===== src/rtl/core/mpsps_pkg.sv =====
`timescale 1ns / 1ps

package mpsps_pkg;

    localparam int CFG_IDX_W  = 3;
    localparam int CFG_DATA_W = 8;

    localparam logic [CFG_IDX_W-1:0] CFG_DISC_CENTRE_X   = 3'd0;
    localparam logic [CFG_IDX_W-1:0] CFG_DISC_CENTRE_Y   = 3'd1;
    localparam logic [CFG_IDX_W-1:0] CFG_MOON_PHASE      = 3'd2;
    localparam logic [CFG_IDX_W-1:0] CFG_BAND_ROW        = 3'd3;
    localparam logic [CFG_IDX_W-1:0] CFG_BLEND_HEIGHT    = 3'd4;
    localparam logic [CFG_IDX_W-1:0] CFG_SKY_HIGH_COLOUR = 3'd5;
    localparam logic [CFG_IDX_W-1:0] CFG_SKY_LOW_COLOUR  = 3'd6;
    localparam logic [CFG_IDX_W-1:0] CFG_DISC_COLOUR     = 3'd7;

    localparam logic [2:0] PHASE_NEW           = 3'd0;
    localparam logic [2:0] PHASE_WAX_CRESCENT  = 3'd1;
    localparam logic [2:0] PHASE_FIRST_Q       = 3'd2;
    localparam logic [2:0] PHASE_WAX_GIBBOUS   = 3'd3;
    localparam logic [2:0] PHASE_FULL          = 3'd4;
    localparam logic [2:0] PHASE_WANE_GIBBOUS  = 3'd5;
    localparam logic [2:0] PHASE_LAST_Q        = 3'd6;
    localparam logic [2:0] PHASE_WANE_CRESCENT = 3'd7;

    localparam logic [1:0] REGION_SKY    = 2'd0;
    localparam logic [1:0] REGION_LIT    = 2'd1;
    localparam logic [1:0] REGION_SHADOW = 2'd2;

    typedef struct packed {
        logic [7:0] disc_centre_x;
        logic [7:0] disc_centre_y;
        logic [2:0] moon_phase;
        logic [7:0] band_row;
        logic [7:0] blend_height;
        logic [7:0] sky_high_colour;
        logic [7:0] sky_low_colour;
        logic [7:0] disc_colour;
    } cfg_t;

    typedef struct packed {
        logic in_disc;
        logic in_shadow;
    } disc_hit_t;

endpackage


===== src/rtl/core/mpsps_cfg_regs.sv =====
`timescale 1ns / 1ps

module mpsps_cfg_regs (
    input  logic                             clk,
    input  logic                             rst_n,
    input  logic                             cfg_we,
    input  logic [mpsps_pkg::CFG_IDX_W-1:0]  cfg_index,
    input  logic [mpsps_pkg::CFG_DATA_W-1:0] cfg_wdata,
    output mpsps_pkg::cfg_t                  cfg
);
    import mpsps_pkg::*;

    cfg_t cfg_reg;
    cfg_t cfg_next;

    always_comb
    begin
        cfg_next = cfg_reg;
        if (cfg_we)
        begin
            case (cfg_index)
                CFG_DISC_CENTRE_X:   cfg_next.disc_centre_x   = cfg_wdata;
                CFG_DISC_CENTRE_Y:   cfg_next.disc_centre_y   = cfg_wdata;
                CFG_MOON_PHASE:      cfg_next.moon_phase      = cfg_wdata[2:0];
                CFG_BAND_ROW:        cfg_next.band_row        = cfg_wdata;
                CFG_BLEND_HEIGHT:    cfg_next.blend_height    = cfg_wdata;
                CFG_SKY_HIGH_COLOUR: cfg_next.sky_high_colour = cfg_wdata;
                CFG_SKY_LOW_COLOUR:  cfg_next.sky_low_colour  = cfg_wdata;
                CFG_DISC_COLOUR:     cfg_next.disc_colour     = cfg_wdata;
                default:             cfg_next = cfg_reg;
            endcase
        end
    end

    always_ff @(posedge clk or negedge rst_n)
    begin
        if (!rst_n)
        begin
            cfg_reg.disc_centre_x   <= 8'd72;
            cfg_reg.disc_centre_y   <= 8'd60;
            cfg_reg.moon_phase      <= 3'd4;
            cfg_reg.band_row        <= 8'd80;
            cfg_reg.blend_height    <= 8'd16;
            cfg_reg.sky_high_colour <= 8'd0;
            cfg_reg.sky_low_colour  <= 8'd0;
            cfg_reg.disc_colour     <= 8'd255;
        end
        else
        begin
            cfg_reg <= cfg_next;
        end
    end

    assign cfg = cfg_reg;

endmodule


===== src/rtl/core/mpsps_sky.sv =====
`timescale 1ns / 1ps

module mpsps_sky (
    input  logic            clk,
    input  logic [7:0]      pixel_x,
    input  logic [7:0]      pixel_y,
    input  mpsps_pkg::cfg_t cfg,
    output logic [7:0]      sky_colour
);
    import mpsps_pkg::*;

    typedef enum logic [1:0] {
        SKY_HIGH,
        SKY_LOW,
        SKY_BAND
    } sky_sel_t;

    logic [8:0] band_end;
    logic [7:0] off_next;
    logic [2:0] dither;
    sky_sel_t   sel_next;

    sky_sel_t   sel_reg;
    logic [7:0] off_reg;
    logic [3:0] m1_reg;

    logic [11:0] prod;
    logic [11:0] off8;
    logic        lower;
    logic [7:0]  colour_next;
    logic [7:0]  colour_reg;

    // stage A: band classification and dither cell
    always_comb
    begin
        band_end = {1'b0, cfg.band_row} + {1'b0, cfg.blend_height};
        off_next = pixel_y - cfg.band_row;
        // (x + 3 * off) mod 8
        dither   = pixel_x[2:0] + off_next[2:0] + {off_next[1:0], 1'b0};
        if (pixel_y < cfg.band_row)
            sel_next = SKY_HIGH;
        else if ({1'b0, pixel_y} >= band_end || cfg.blend_height == 8'd0)
            sel_next = SKY_LOW;
        else
            sel_next = SKY_BAND;
    end

    always_ff @(posedge clk)
    begin
        sel_reg <= sel_next;
        off_reg <= off_next;
        m1_reg  <= {1'b0, dither} + 4'd1;
    end

    // stage B: cell < (off*8)/h  <=>  (cell+1)*h <= off*8
    always_comb
    begin
        prod  = {8'd0, m1_reg} * {4'd0, cfg.blend_height};
        off8  = {1'b0, off_reg, 3'b000};
        lower = (prod <= off8);
        case (sel_reg)
            SKY_HIGH: colour_next = cfg.sky_high_colour;
            SKY_LOW:  colour_next = cfg.sky_low_colour;
            SKY_BAND: colour_next = lower ? cfg.sky_low_colour : cfg.sky_high_colour;
            default:  colour_next = cfg.sky_high_colour;
        endcase
    end

    always_ff @(posedge clk)
    begin
        colour_reg <= colour_next;
    end

    assign sky_colour = colour_reg;

endmodule


===== src/rtl/core/mpsps_disc.sv =====
`timescale 1ns / 1ps

module mpsps_disc #(
    parameter int DISC_RADIUS = 12
) (
    input  logic                 clk,
    input  logic [7:0]           pixel_x,
    input  logic [7:0]           pixel_y,
    input  mpsps_pkg::cfg_t      cfg,
    output mpsps_pkg::disc_hit_t hit
);
    import mpsps_pkg::*;

    localparam logic signed [9:0] OFS_NEAR = 10'((DISC_RADIUS * 6) / 10);
    localparam logic signed [9:0] OFS_FAR  = 10'((DISC_RADIUS * 14) / 10);
    localparam logic [17:0]       R_SQ     = 18'(DISC_RADIUS * DISC_RADIUS);

    logic signed [8:0] dx_next;
    logic signed [8:0] dy_next;
    logic signed [9:0] dx2_next;
    logic              shade_fixed_next;

    logic signed [8:0] dx_reg;
    logic signed [8:0] dy_reg;
    logic signed [9:0] dx2_reg;
    logic              shade_fixed_reg;
    logic              use_circle_reg;

    logic signed [17:0] dx_sq_full;
    logic signed [17:0] dy_sq_full;
    logic signed [19:0] dx2_sq_full;

    logic [15:0] dx_sq_reg;
    logic [15:0] dy_sq_reg;
    logic [16:0] dx2_sq_reg;
    logic        shade_fixed_b_reg;
    logic        use_circle_b_reg;

    logic [17:0] dist_main;
    logic [17:0] dist_shade;

    // stage A: offsets from the disc centre and from the shadow centre
    always_comb
    begin
        dx_next = $signed({1'b0, pixel_x}) - $signed({1'b0, cfg.disc_centre_x});
        dy_next = $signed({1'b0, pixel_y}) - $signed({1'b0, cfg.disc_centre_y});
        case (cfg.moon_phase)
            PHASE_WAX_CRESCENT:  dx2_next = 10'(dx_next) + OFS_NEAR;
            PHASE_WAX_GIBBOUS:   dx2_next = 10'(dx_next) + OFS_FAR;
            PHASE_WANE_GIBBOUS:  dx2_next = 10'(dx_next) - OFS_FAR;
            PHASE_WANE_CRESCENT: dx2_next = 10'(dx_next) - OFS_NEAR;
            default:             dx2_next = 10'(dx_next);
        endcase
        case (cfg.moon_phase)
            PHASE_NEW:     shade_fixed_next = 1'b1;
            PHASE_FIRST_Q: shade_fixed_next = dx_next[8];
            PHASE_LAST_Q:  shade_fixed_next = !dx_next[8] && (dx_next != 9'sd0);
            default:       shade_fixed_next = 1'b0;
        endcase
    end

    always_ff @(posedge clk)
    begin
        dx_reg          <= dx_next;
        dy_reg          <= dy_next;
        dx2_reg         <= dx2_next;
        shade_fixed_reg <= shade_fixed_next;
        use_circle_reg  <= cfg.moon_phase[0];
    end

    // stage B: squares
    always_comb
    begin
        dx_sq_full  = dx_reg * dx_reg;
        dy_sq_full  = dy_reg * dy_reg;
        dx2_sq_full = dx2_reg * dx2_reg;
    end

    always_ff @(posedge clk)
    begin
        dx_sq_reg         <= dx_sq_full[15:0];
        dy_sq_reg         <= dy_sq_full[15:0];
        dx2_sq_reg        <= dx2_sq_full[16:0];
        shade_fixed_b_reg <= shade_fixed_reg;
        use_circle_b_reg  <= use_circle_reg;
    end

    always_comb
    begin
        dist_main     = {2'b00, dx_sq_reg} + {2'b00, dy_sq_reg};
        dist_shade    = {1'b0, dx2_sq_reg} + {2'b00, dy_sq_reg};
        hit.in_disc   = (dist_main <= R_SQ);
        hit.in_shadow = shade_fixed_b_reg || (use_circle_b_reg && (dist_shade <= R_SQ));
    end

endmodule


===== src/rtl/core/moon_phase_sky_pixel_shader_top.sv =====
`timescale 1ns / 1ps
// channel   handshake          payload
// --------  -----------------  ---------------------------------
// pixel in  start, busy        pixel_x, pixel_y
// result    done (strobe)      pixel_colour, region
// config    cfg_we             cfg_index, cfg_wdata
//
// One pixel per clock; a beat taken passes stages A and B (squarer and
// dither-multiply) and output registers, then is shown for a single cycle.
// busy is held low: the pipeline never stalls and the receiver cannot stall.
// Reset clears the stage valid bits and loads the register reset values.
// User must write configuration only while no beat is in flight; unenforced.

module moon_phase_sky_pixel_shader_top #(
    parameter int DISC_RADIUS = 12
) (
    input  logic                             clk,
    input  logic                             rst_n,
    input  logic                             start,
    output logic                             busy,
    input  logic [7:0]                       pixel_x,
    input  logic [7:0]                       pixel_y,
    output logic                             done,
    output logic [7:0]                       pixel_colour,
    output logic [1:0]                       region,
    input  logic                             cfg_we,
    input  logic [mpsps_pkg::CFG_IDX_W-1:0]  cfg_index,
    input  logic [mpsps_pkg::CFG_DATA_W-1:0] cfg_wdata
);
    import mpsps_pkg::*;

    cfg_t      cfg;
    disc_hit_t hit;
    logic [7:0] sky_colour;

    logic       accept;
    logic       va_reg;
    logic       vb_reg;
    logic       done_reg;
    logic [7:0] colour_next;
    logic [1:0] region_next;
    logic [7:0] colour_reg;
    logic [1:0] region_reg;

    assign busy   = 1'b0;
    assign accept = start && !busy;

    mpsps_cfg_regs u_cfg (
        .clk       (clk),
        .rst_n     (rst_n),
        .cfg_we    (cfg_we),
        .cfg_index (cfg_index),
        .cfg_wdata (cfg_wdata),
        .cfg       (cfg)
    );

    mpsps_sky u_sky (
        .clk        (clk),
        .pixel_x    (pixel_x),
        .pixel_y    (pixel_y),
        .cfg        (cfg),
        .sky_colour (sky_colour)
    );

    mpsps_disc #(
        .DISC_RADIUS (DISC_RADIUS)
    ) u_disc (
        .clk     (clk),
        .pixel_x (pixel_x),
        .pixel_y (pixel_y),
        .cfg     (cfg),
        .hit     (hit)
    );

    always_comb
    begin
        if (!hit.in_disc)
        begin
            colour_next = sky_colour;
            region_next = REGION_SKY;
        end
        else if (hit.in_shadow)
        begin
            colour_next = sky_colour;
            region_next = REGION_SHADOW;
        end
        else
        begin
            colour_next = cfg.disc_colour;
            region_next = REGION_LIT;
        end
    end

    always_ff @(posedge clk or negedge rst_n)
    begin
        if (!rst_n)
        begin
            va_reg   <= 1'b0;
            vb_reg   <= 1'b0;
            done_reg <= 1'b0;
        end
        else
        begin
            va_reg   <= accept;
            vb_reg   <= va_reg;
            done_reg <= vb_reg;
        end
    end

    always_ff @(posedge clk)
    begin
        colour_reg <= colour_next;
        region_reg <= region_next;
    end

    assign done         = done_reg;
    assign pixel_colour = colour_reg;
    assign region       = region_reg;

endmodule


===== config.mk =====
export PLATFORM = sky130hd
export DESIGN_NAME = moon_phase_sky_pixel_shader_top
export DESIGN_NICKNAME = d
export VERILOG_FILES = /design/src/rtl/core/mpsps_pkg.sv /design/src/rtl/core/mpsps_cfg_regs.sv /design/src/rtl/core/mpsps_sky.sv /design/src/rtl/core/mpsps_disc.sv /design/src/rtl/core/moon_phase_sky_pixel_shader_top.sv
export SDC_FILE = /design/constraint.sdc
export NUM_CORES = 1
export LEC_CHECK = 0
export ABC_AREA = 0
export BUFFER_PORTS_ARGS = -buffer_cell sky130_fd_sc_hd__buf_4
export CAP_MARGIN = 20
export CELL_PAD_IN_SITES_DETAIL_PLACEMENT = 1
export CELL_PAD_IN_SITES_GLOBAL_PLACEMENT = 2
export CORE_ASPECT_RATIO = 1.75
export CORE_MARGIN = 4
export CORE_UTILIZATION = 35
export CTS_BUF_LIST = sky130_fd_sc_hd__clkbuf_16
export DETAILED_ROUTE_END_ITERATION = 16
export PLACE_DENSITY_LB_ADDON = 0.1
export SYNTH_ARGS = -nofsm -noshare
export SYNTH_HDL_FRONTEND = slang
export SYNTH_SLANG_ARGS = --single-unit

===== constraint.sdc =====
create_clock -name clk -period 5.35 [get_ports clk]
set_clock_uncertainty 0.1 [all_clocks]
set_input_delay 0.8025 -clock clk [delete_from_list [all_inputs] [get_ports clk]]
set_output_delay 0.8025 -clock clk [all_outputs]
set_load 0.02 [all_outputs]

==> summary.txt <==
Worst setup path
  – Critical path capture point: u_disc.dx2_sq_reg[16]
  – Cell with the largest stage delay on the worst path: sky130_fd_sc_hd__fa_1
  – Depth of the most critical reg-to-reg path: 16
  – Sort of element at the end of the critical path: flop
  – Top cell family by delay on the critical path: adder cells
  – Critical Path Stages: 16
  – Worst-path cell chain: buf_4 -> nand2_1 -> fa_1 -> inv_1 -> fa_1 -> fa_1 -> inv_1 -> fa_1 -> inv_1 -> fa_1 -> ha_1 -> or3_1 -> a211o_1 -> a31oi_1 -> o21bai_1 -> xnor2_1
  – Worst reg2reg path endpoint: u_disc.dx2_sq_reg[16]
  – Worst-case register-to-register setup slack: 0.30 ns
  – CP peak stage delay: 0.55 ns
  – Startpoint of the lowest-slack register-to-register path: u_disc.dx2_reg[9]
  – Combined buffer and inverter count along the critical path: 4
  – Worst setup path startpoint: u_disc.dx2_reg[9]
  – Worst path arrival time: 5.28 ns
  – Maximum net fanout on the critical path: 7
  – CP startpoint kind: flop
  – Most used cell, CP: sky130_fd_sc_hd__fa_1
  – Crit Path Class: reg2reg
  – Data required time at the worst endpoint: 5.58 ns

Synthesis
  – Syn_nets: 2234
  – Dominant synthesized flop cell: sky130_fd_sc_hd__dfxtp_1
  – Synth top area share: 22.0%
  – Area fraction in compound gates after synthesis: 10.1%
  – Portion of netlist area occupied by mux cells: 4.11%
  – Top cells by area in the synthesized netlist: sky130_fd_sc_hd__fa_1 (22%), sky130_fd_sc_hd__ha_1 (16%), sky130_fd_sc_hd__dfxtp_1 (13%)
  – Mean area per synthesized cell: 9.66 um2
  – Most numerous cell types in the synthesized netlist: sky130_fd_sc_hd__inv_1 (314), sky130_fd_sc_hd__ha_1 (224), sky130_fd_sc_hd__fa_1 (190), sky130_fd_sc_hd__nand2_1 (133), sky130_fd_sc_hd__dfxtp_1 (110)
  – EDFF count, synth: 0
  – Register bit total from synthesis: 172
  – Post-synthesis simple-gate area fraction: 12.0%
  – Post-Synthesis Cells: 1789
  – Post-synthesis xor/xnor area fraction: 5.98%
  – Post-synthesis instance area: 0.0173 mm2
  – Main combinational cell family by area after synthesis: adder cells
  – YS warnings: 0
  – Async set-or-reset flop fraction in the synthesized netlist: 36.0%
  – Number of distinct standard cells referenced by the synthesized netlist: 70
  – Most numerous cell in the Yosys netlist: sky130_fd_sc_hd__inv_1
  – Cell taking the most area after synthesis: sky130_fd_sc_hd__fa_1
  – Register area share after synthesis: 21.9%
  – Post-Synth Adder-Cell Area: 38.2%

Clock tree
  – CTS hold repair buffers: 0
  – Maximum root-to-sink buffer count: 2
  – CTS tree: done
  – TritonCTS sink count: 172
  – CTS H-tree lvls: 4
  – Number of setup buffers added after CTS: 0
  – Library cell used as clock root buffer: sky130_fd_sc_hd__clkbuf_16
  – Worst-path clk slew: 0.09 ns
  – Number of CTS-inserted buffers: 17
  – Clock latency at the later pin of the worst-skew pair: 0.46 ns

Timing
  – Fmax: 198 MHz
  – Hold WS: 0.0925 ns
  – Final max-slew violation count: 0
  – Shortest clock period the worst path allows after layout: 5.05 ns
  – Worst Setup Slack, final: 0.303 ns
  – Period Utilization, post-route: 94.3%
  – Tightest Pin Transition: 1.02 ns
  – Number of failing setup endpoints in the final timing report: 0
  – Rel. slew slack: 32.1%
  – Total count of hold-check failures in the final report: 0

Detailed routing
  – DRC violation count after routing: 0
  – Final ANT Viol Nets: 0
  – Starting DRC count in detailed routing: 304
  – Routed via count divided by cell count: 4.86
  – Detailed Route WL: 45300 um
  – Number of vias in the routed layout: 12200
  – Number of detailed-route iterations in the first pass: 6
  – Detail-routed net length per standard cell: 18.1 um

Die
  – Number of placement rows: 107
  – Effective utilization at floorplan: 35.5%
  – Die outline height: 302 um
  – Die outline area: 0.0531 mm2
  – # IOs: 43
  – Core Box Area: 0.0487 mm2
  – Die X-Extent: 176 um

Global routing
  – Maximum number of pins on one net before global-route repair: 45
  – Initial antenna violation count: 0
  – GR Util All Layers: 18.0%
  – Vias in the first global route: 14000
  – GRT overflow: 0
  – Global-route wire length before repair: 74100 um

Placement
  – Count of input and output buffers: 41
  – Placer congestion estimate: 0.808
  – DPL Wire Length: 38800 um
  – Post-placement worst setup slack: 0.130 ns

Finish
  – Antenna Diode Count: 0
  – Fraction of layout instances using a drive strength above 1: 10.8%
  – Area Growth Syn to Fin: 10.9%
  – Number of nets in the finished design: 2289
  – Largest register FFs: 59
  – Finished Core Util: 39.3%

Run status
  – Result of the run: completed

Worst hold path
  – HP Class: in2async

Flow run
  – Count of max-cap constraint violations: 0
layout by cell type, fill, tap and decap left out, types with 7 or more instances in the layout:
cell type                   instances
sky130_fd_sc_hd__xor2_1            33
sky130_fd_sc_hd__o21ai_0           56
sky130_fd_sc_hd__nand3_1           11
sky130_fd_sc_hd__nand2b_1          27
sky130_fd_sc_hd__ha_1             224
sky130_fd_sc_hd__dfrtp_1           43
sky130_fd_sc_hd__o21bai_1          24
sky130_fd_sc_hd__clkbuf_16         17
sky130_fd_sc_hd__fa_1             189
sky130_fd_sc_hd__nor2_1            56
sky130_fd_sc_hd__mux2_4             8
sky130_fd_sc_hd__clkinv_8           8
sky130_fd_sc_hd__a21o_1            36
sky130_fd_sc_hd__a21oi_1           68
sky130_fd_sc_hd__and3_1             7
sky130_fd_sc_hd__dfstp_2           18
sky130_fd_sc_hd__inv_1            314
sky130_fd_sc_hd__o211ai_1           8
sky130_fd_sc_hd__a31oi_1           10
sky130_fd_sc_hd__dfxtp_1          103
sky130_fd_sc_hd__nor3_1            21
sky130_fd_sc_hd__buf_4             70
sky130_fd_sc_hd__mux2_2            46
sky130_fd_sc_hd__and2_1            91
sky130_fd_sc_hd__a211oi_1          12
sky130_fd_sc_hd__xnor2_1           85
sky130_fd_sc_hd__a311o_1            9
sky130_fd_sc_hd__nand2_1          133
sky130_fd_sc_hd__dfxtp_2            7
sky130_fd_sc_hd__nor2b_1           23
layout make-up:
class,count,area (um2)
clock inverter,15,209
sequential,172,3790
tap,654,818
multi-input combinational,1267,12200
inverter,315,1180
timing repair buffer,71,546
clock buffer,17,425
fill,5644,29600
layer usage:
layer,GRT usage (%),routed length [um],vias to the layer above
met1,16.9,15600,6170
met5,0,0,-
met3,1.64,445,45
met2,39.5,28200,83
met4,5.13,1070,0
li1,-,-,5906
logic make-up after synthesis:
| family | after synthesis |
|---|---|
| AOI/OAI and AO/OA | 266 |
| xor gates and xnor gates | 118 |
| adders and majority gates | 414 |
| buffers and inverters | 350 |
| DFF | 172 |
| muxes | 61 |
| other | 1 |
| and+or+nand+nor | 407 |
per-stage QoR:
step	setup TNS (ns)	cell area, um2	cells
floorplan	0	17300	1789
CTS	0	19100	2511
global route	-0.146	19200	2511
detailed placement	0	18500	2479
finish	0	19200	2511
global placement	0	18500	2479
worst min-delay path by stage:
stage                                       from                       end  slack [ns]  depth (start not counted)
after global routing                       rst_n             u_cfg.cfg[11]        0.07                          1
after global placement    u_disc.shade_fixed_reg  u_disc.shade_fixed_b_reg        0.22                          0
after detailed placement   u_disc.use_circle_reg   u_disc.use_circle_b_reg        0.22                          0
final                                      rst_n             u_cfg.cfg[20]        0.09                          1
after CTS                                  rst_n             u_cfg.cfg[20]        0.07                          1
after floorplan           u_disc.shade_fixed_reg  u_disc.shade_fixed_b_reg        0.21                          0
repair_timing:
action                     in CTS  in global routing
hold endpoints to repair        0                  0
resized for setup               0                 11
setup endpoints to repair       0                 12
Power is left out: the tool's default activity adds up to more than one toggle a clock period on the data nets, which glitch-free logic cannot reach.
